## config.mk

```make
export PLATFORM = sky130hd
export DESIGN_NAME = cau_div_step
export DESIGN_NICKNAME = d
export VERILOG_FILES = /design/src/design/cau_pkg.sv /design/src/design/cau_div_step.sv
export SDC_FILE = /design/constraint.sdc
export NUM_CORES = 1
export LEC_CHECK = 0
export BUFFER_PORTS_ARGS = -buffer_cell sky130_fd_sc_hd__buf_4
export CAP_MARGIN = 10
export CORE_AREA = 8 8 298 300
export CTS_CLUSTER_SIZE = 16
export DETAILED_ROUTE_END_ITERATION = 8
export DIE_AREA = 0 0 306 308
export PLACE_DENSITY = 0.43
export SLEW_MARGIN = 20
export SYNTH_ARGS = -nofsm -noshare
export SYNTH_HDL_FRONTEND = slang
export SYNTH_SLANG_ARGS = --single-unit
```

## constraint.sdc

```tcl
create_clock -name clock -period 11.3 [get_ports clock]
set_input_delay 2.26 -clock clock [delete_from_list [all_inputs] [get_ports clock]]
set_output_delay 2.26 -clock clock [all_outputs]
set_load 0.01 [all_outputs]
```

## src/design/cau_pkg.sv

```systemverilog
// Package: types, constants and helper functions of the complex arithmetic unit
`timescale 1ns / 1ps
`default_nettype none
package cau_pkg;

   localparam int WORD_BITS         = 32;
   localparam int FRAC_BITS_DEFAULT = 16;
   localparam int TOL_BITS          = 8;
   localparam int WIDE_BITS         = 2 * WORD_BITS + 2;

   localparam logic [2:0] FUNC_ADD = 3'd0;
   localparam logic [2:0] FUNC_SUB = 3'd1;
   localparam logic [2:0] FUNC_MUL = 3'd2;
   localparam logic [2:0] FUNC_DIV = 3'd3;
   localparam logic [2:0] FUNC_NEG = 3'd4;
   localparam logic [2:0] FUNC_CMP = 3'd5;

   localparam logic [1:0] STATUS_OK   = 2'd0;
   localparam logic [1:0] STATUS_SAT  = 2'd1;
   localparam logic [1:0] STATUS_DIV0 = 2'd2;

   typedef logic signed [WORD_BITS-1:0] word_type;

   localparam word_type WORD_MAX = {1'b0, {(WORD_BITS-1){1'b1}}};
   localparam word_type WORD_MIN = {1'b1, {(WORD_BITS-1){1'b0}}};
   localparam logic [WORD_BITS-1:0] MAG_POS_MAX = {1'b0, {(WORD_BITS-1){1'b1}}};
   localparam logic [WORD_BITS-1:0] MAG_NEG_MAX = {1'b1, {(WORD_BITS-1){1'b0}}};

   typedef struct packed {
      logic [2:0] func;
      word_type   a_re;
      word_type   a_im;
      word_type   b_re;
      word_type   b_im;
   } req_type;

   typedef struct packed {
      word_type   r_re;
      word_type   r_im;
      logic [1:0] status;
      logic       is_equal;
   } rsp_type;

   typedef struct packed {
      logic                          is_mul;
      logic                          is_div;
      logic signed [2*WORD_BITS-1:0] p_rr;
      logic signed [2*WORD_BITS-1:0] p_ii;
      logic signed [2*WORD_BITS-1:0] p_ri;
      logic signed [2*WORD_BITS-1:0] p_ir;
      logic [2*WORD_BITS-1:0]        p_br2;
      logic [2*WORD_BITS-1:0]        p_bi2;
      rsp_type                       res;
   } prod_type;

   typedef struct packed {
      logic                   neg;
      logic                   ovf;
      logic [2*WORD_BITS-1:0] rem;
      logic [WORD_BITS-1:0]   num_lo;
      logic [WORD_BITS-1:0]   quo;
   } lane_type;

   typedef struct packed {
      rsp_type                res;
      logic                   is_div;
      logic [2*WORD_BITS-1:0] den;
      lane_type               re;
      lane_type               im;
   } div_type;

   typedef struct packed {
      word_type value;
      logic     sat;
   } sat_type;

   function automatic sat_type saturate(input logic signed [WIDE_BITS-1:0] v);
      sat_type                       r;
      logic [WIDE_BITS-WORD_BITS:0]  top;
      top = v[WIDE_BITS-1:WORD_BITS-1];
      if ((top == '0) || (top == '1)) begin
         r.value = v[WORD_BITS-1:0];
         r.sat   = 1'b0;
      end else begin
         r.value = v[WIDE_BITS-1] ? WORD_MIN : WORD_MAX;
         r.sat   = 1'b1;
      end
      return r;
   endfunction

   function automatic sat_type finish_lane(input lane_type l);
      sat_type r;
      r.sat   = 1'b0;
      r.value = l.quo;
      if (l.ovf) begin
         r.sat   = 1'b1;
         r.value = l.neg ? WORD_MIN : WORD_MAX;
      end else if (l.neg) begin
         if (l.quo > MAG_NEG_MAX) begin
            r.sat   = 1'b1;
            r.value = WORD_MIN;
         end else begin
            r.value = '0 - l.quo;
         end
      end else if (l.quo > MAG_POS_MAX) begin
         r.sat   = 1'b1;
         r.value = WORD_MAX;
      end
      return r;
   endfunction

endpackage
`default_nettype wire

```

## src/design/cau_div_step.sv

```systemverilog
// Divider stage: one restoring quotient bit for the real and imaginary lanes
`timescale 1ns / 1ps
`default_nettype none
module cau_div_step
   import cau_pkg::*;
(
   input  wire logic    clock,
   input  wire logic    reset,
   input  wire logic    en,
   input  wire logic    in_valid,
   input  wire div_type in_data,
   output logic         out_valid,
   output div_type      out_data
);

   logic    valid_ff;
   div_type data_ff;
   div_type data_in;

   function automatic lane_type lane_step(input lane_type l,
                                          input logic [2*WORD_BITS-1:0] d);
      lane_type             r;
      logic [2*WORD_BITS:0] r2;
      logic [2*WORD_BITS:0] diff;
      logic                 ge;
      r2       = {l.rem, l.num_lo[WORD_BITS-1]};
      diff     = r2 - {1'b0, d};
      ge       = r2 >= {1'b0, d};
      r        = l;
      r.rem    = ge ? diff[2*WORD_BITS-1:0] : r2[2*WORD_BITS-1:0];
      r.num_lo = l.num_lo << 1;
      r.quo    = {l.quo[WORD_BITS-2:0], ge};
      return r;
   endfunction

   always_comb begin
      data_in    = in_data;
      data_in.re = lane_step(in_data.re, in_data.den);
      data_in.im = lane_step(in_data.im, in_data.den);
   end

   always_ff @(posedge clock) begin
      if (reset) begin
         valid_ff <= 1'b0;
      end else if (en) begin
         valid_ff <= in_valid;
      end
   end

   always_ff @(posedge clock) begin
      if (en) begin
         data_ff <= data_in;
      end
   end

   assign out_valid = valid_ff;
   assign out_data  = data_ff;

endmodule
`default_nettype wire

```

# == Yosys cells after proc, flatten, opt, wreduce, memory -nomap -nowiden ==
# Cells that the tools add are included.
# classes
mux,2
addsub,2
order_cmp,2
# ops
operator,n
65-bit by 64-bit greater-or-equal comparator with 1-bit output,2
64-bit 2-to-1 mux,2
64-bit subtractor,2
# word_totals
out_inout_bits,393
register_bits,391
word_cells,23
input_bits,396

# == Logic depth before layout (Yosys ltp) ==
# depth
ltp_word,2
mapped_depth,16
depth_no_buf,14

# == Least setup slack after synthesis ==
# No wires, ideal clock.
# synth_path
path_kind,in2reg
from,input in_data[277] (netlist bit)
to,"register data_ff, in the netlist out_data[198] (data pin)"
setup_time_ps,260
t_required_ps,11040
arrival_ps,5016
n_path_buf,1
slack_ps,6024
stages,13
cell_sequence,inv_1 -> ha_1 -> and3_1 -> nand2_1 -> or4_1 -> o41ai_2 -> o211ai_1 -> a21oi_1 -> o21ai_1 -> o21a_2 -> inv_2 -> buf_4 -> mux2_2
# synth_rtl
item,line_no,source
"start, declared",cau_div_step.sv:11,"input wire div_type in_data,"
"end signal, assigned",cau_div_step.sv:52,data_ff <= data_in;
"end, declared",cau_div_step.sv:17,div_type data_ff;

==> impl_metrics.csv <==
group,metric,value,unit
worst_setup_path,worstSetupPathType,"primary input to flop",
detailed_routing,drt_iter0_markers,1066,
worst_setup_path,crit_arrival,7410,ps
detailed_routing,drt-total-wl,97.2,mm
floorplanning,io_pins,789,
timing,clock.fmax,141,MHz
clock_tree,path_clk_slew,60,ps
worst_setup_path,slowest_delay,690,ps
finish,fill_cells,8542,
timing,slew_violations,0,
synthesis,synth_enable_flop_cells,390,
clock_tree,htree_levels,2,
clock_tree,cts_num_sinks,391,
placed_design,postPlaceCellArea,27800,µm²
clock_tree,numCtsBuffers,48,
timing,final.setup_skew,0,ps
floorplanning,rows,107,
worst_hold_path,hp-class,"flop to flop",
synthesis,netlist_instances,1834,
worst_setup_path,setup.worst_path.start,"in_data[279]",
worst_setup_path,cp_top_family,"compound AO/OA/AOI/OAI gates",
synthesis,yosys-top-cells-area,"edfxtp_1, ha_1, a21oi_1, a21o_1, nor2_1",
synthesis,ys_types,73,
detailed_routing,drc,0,
worst_setup_path,worst_r2r_startpoint,"out_valid",
synthesis,yosysWarnings,0,
run_status,status,"completed",
timing,hold_ws,516,ps
placed_design,place_congestion,0.949,
global_route,overflow,0,
clock_tree,cts_root_buf,"clkbuf_16",
timing,hold_viol_final,0,
floorplanning,core_area,84200,µm²
synthesis,synth_area_per_cell,11.3,µm²
timing,rsz0062_at_grt,"false",
worst_setup_path,crit_cells,13,
synthesis,syn_area,20800,µm²
synthesis,yosysSeqAreaShare,0.565,
worst_setup_path,crit_chain,"buf_4 > inv_1 > ha_1 > nand4_1 > or4_1 > o41ai_2 > o211ai_1 > a21oi_1 > o21ai_1 > o21a_2 > clkinv_2 > buf_12 > mux2_2",
worst_setup_path,cp-end-kind,"flop",
pwr,peakVddDrop,0.000101,V
pwr,finalPower,4.60,mW
placed_design,dp_cells,3642,
synthesis,synth_commonest_cells,"edfxtp_1, a21oi_1, nor2_1",
worst_setup_path,critPathMaxFanout,78,
timing,fin_ws,4230,ps
finish,fin_nets,3128,
worst_hold_path,hold_path.startpoint,"out_valid",
detailed_routing,drt_pre_antenna_iters,8,
global_route,antenna_found_initial,22,
worst_setup_path,cpMaxStageDelayCell,"o41ai_2",
detailed_routing,detail_route.wl_per_cell,26.0,µm
synthesis,yosys.area.top_type_share,0.564,
finish,final_util,0.350,
synthesis,async_reset_ff_frac,0,
worst_setup_path,cp.required,11630,ps
floorplanning,die_area,94200,µm²
detailed_routing,via_per_inst,4.73,
worst_setup_path,rr_worst_depth,2,
synthesis,yosys.area.top_type,"edfxtp_1",
detailed_routing,vias,17700,
timing,finalSetupViolCount,0,
timing,final.min_clock_period,7070,ps
worst_setup_path,cp_num_buf_inv,4,
global_route,grt_pass1_wl,134,mm
worst_setup_path,r2r_setup_slack,10690,ps
timing,setup_tns,0,ps
global_route,grtUsageTotal,0.194,
timing,slew_headroom,0.205,
finish,fin_area,29400,µm²
clock_tree,cts_hold_buf,0,
finish,syn_to_final_growth,41.7,%
timing,worst_pin_slew,1190,ps
placed_design,place_ws,3590,ps
worst_setup_path,rr_endpoint,"out_valid",
clock_tree,cts_tree,"yes",
global_route,grt_pass1_vias,17900,
synthesis,ys_seq_elements,391,
clock_tree,post_cts_buffers,0,
finish,drive_gt1_frac,0.338,
pwr,power_density,156,nW/µm²
worst_setup_path,cp-endpoint,"out_data[201]",
placed_design,io_buffers,784,
global_route,grt_max_degree,168,
floorplanning,dieWidth,306,µm
placed_design,dp_hpwl,80.8,mm
pwr,power.leakage,12.7,nW
floorplanning,die_height,308,µm
worst_setup_path,start_kind,"primary input",
clock_tree,clockBufferDepth,3,
clock_tree,ctsResizeCount,0,
detailed_routing,ant_nets,0,
flow_run,maxCapViolations,0,
synthesis,ys.flop_type,"edfxtp_1",
floorplanning,start_util,0.247,
timing,fin_crit_sh,0.626,
finish,finalNonFillerCells,3733,
synthesis,synth_most_common_cell,"edfxtp_1",
clock_tree,clock_latency,580,ps
## cells in the final DEF (no fill, tap or decap), drive strengths merged, types with 59 or more instances in the layout
cell	netlist	final
a21o	83	83
a21oi	238	238
buf	24	795
edfxtp	390	390
ha	128	128
inv	90	90
nand2	128	128
nor2	160	160
o21ai	107	107
xnor2	59	59
## cells by family after synthesis
| group | after synthesis | share of synthesized area |
|---|---|---|
| buffers and inverters | 168 | 0.0343 |
| xor gates and xnor gates | 115 | 0.0485 |
| other | 1 | 0.000181 |
| adders and majority gates | 130 | 0.0790 |
| and+or+nand+nor | 453 | 0.102 |
| AOI/OAI and AO/OA | 563 | 0.165 |
| muxes | 13 | 0.00675 |
| DFF | 391 | 0.565 |
## layout make-up
cell class	count	area, µm²	area share
Antenna cell	3	7.51	0.000255
Clock buffer	56	1250	0.0426
Clock inverter	32	382	0.0130
Inverter	90	340	0.0116
Multi-Input combinational cell	1276	8340	0.283
Sequential cell	391	11700	0.399
Tap cell	1090	1360	0.0463
Timing Repair Buffer	795	6010	0.204
## layer usage
| metal | GRT usage | vias up | part of all wire |
|---|---|---|---|
| met3 | 0.0691 | 116 | 0.083 |
| met2 | 0.368 | 587 | 0.53 |
| met5 | 0 | - | 0.0026 |
| met4 | 0.0382 | 36 | 0.017 |
| met1 | 0.206 | 8558 | 0.37 |
| li1 | - | 8371 | - |
## flip-flops by register name (all words and copies together), names as in the netlist
| signal | cells |
|---|---|
| out_data | 390 |
| out_valid | 1 |
## how the worst min path moves through the flow
stage,end,slack [ps],cells after the start
final,out_valid,520,2
after global routing,out_valid,540,2
after CTS,out_valid,520,2
after detailed placement,out_valid,500,2
after global placement,out_valid,490,2
after floorplan,out_valid,530,2
## power breakdown
part	total (mW)	switching [mW]	leakage (nW)	internal, mW
logic	1.13	0.633	8.05	0.493
clock network	1.63	0.657	0.797	0.978
registers	1.84	0.0479	3.83	1.79
total	4.60	1.34	12.7	3.26
## worst register-to-register path, delay by kind of cell, from the launching register on
| family | cells | cell delay, ps |
|---|---|---|
| DFF | 1 | 310 |
| and+or+nand+nor | 1 | 60 |
| muxes | 1 | 130 |
No activity file was read; power rests on OpenSTA's default activity.
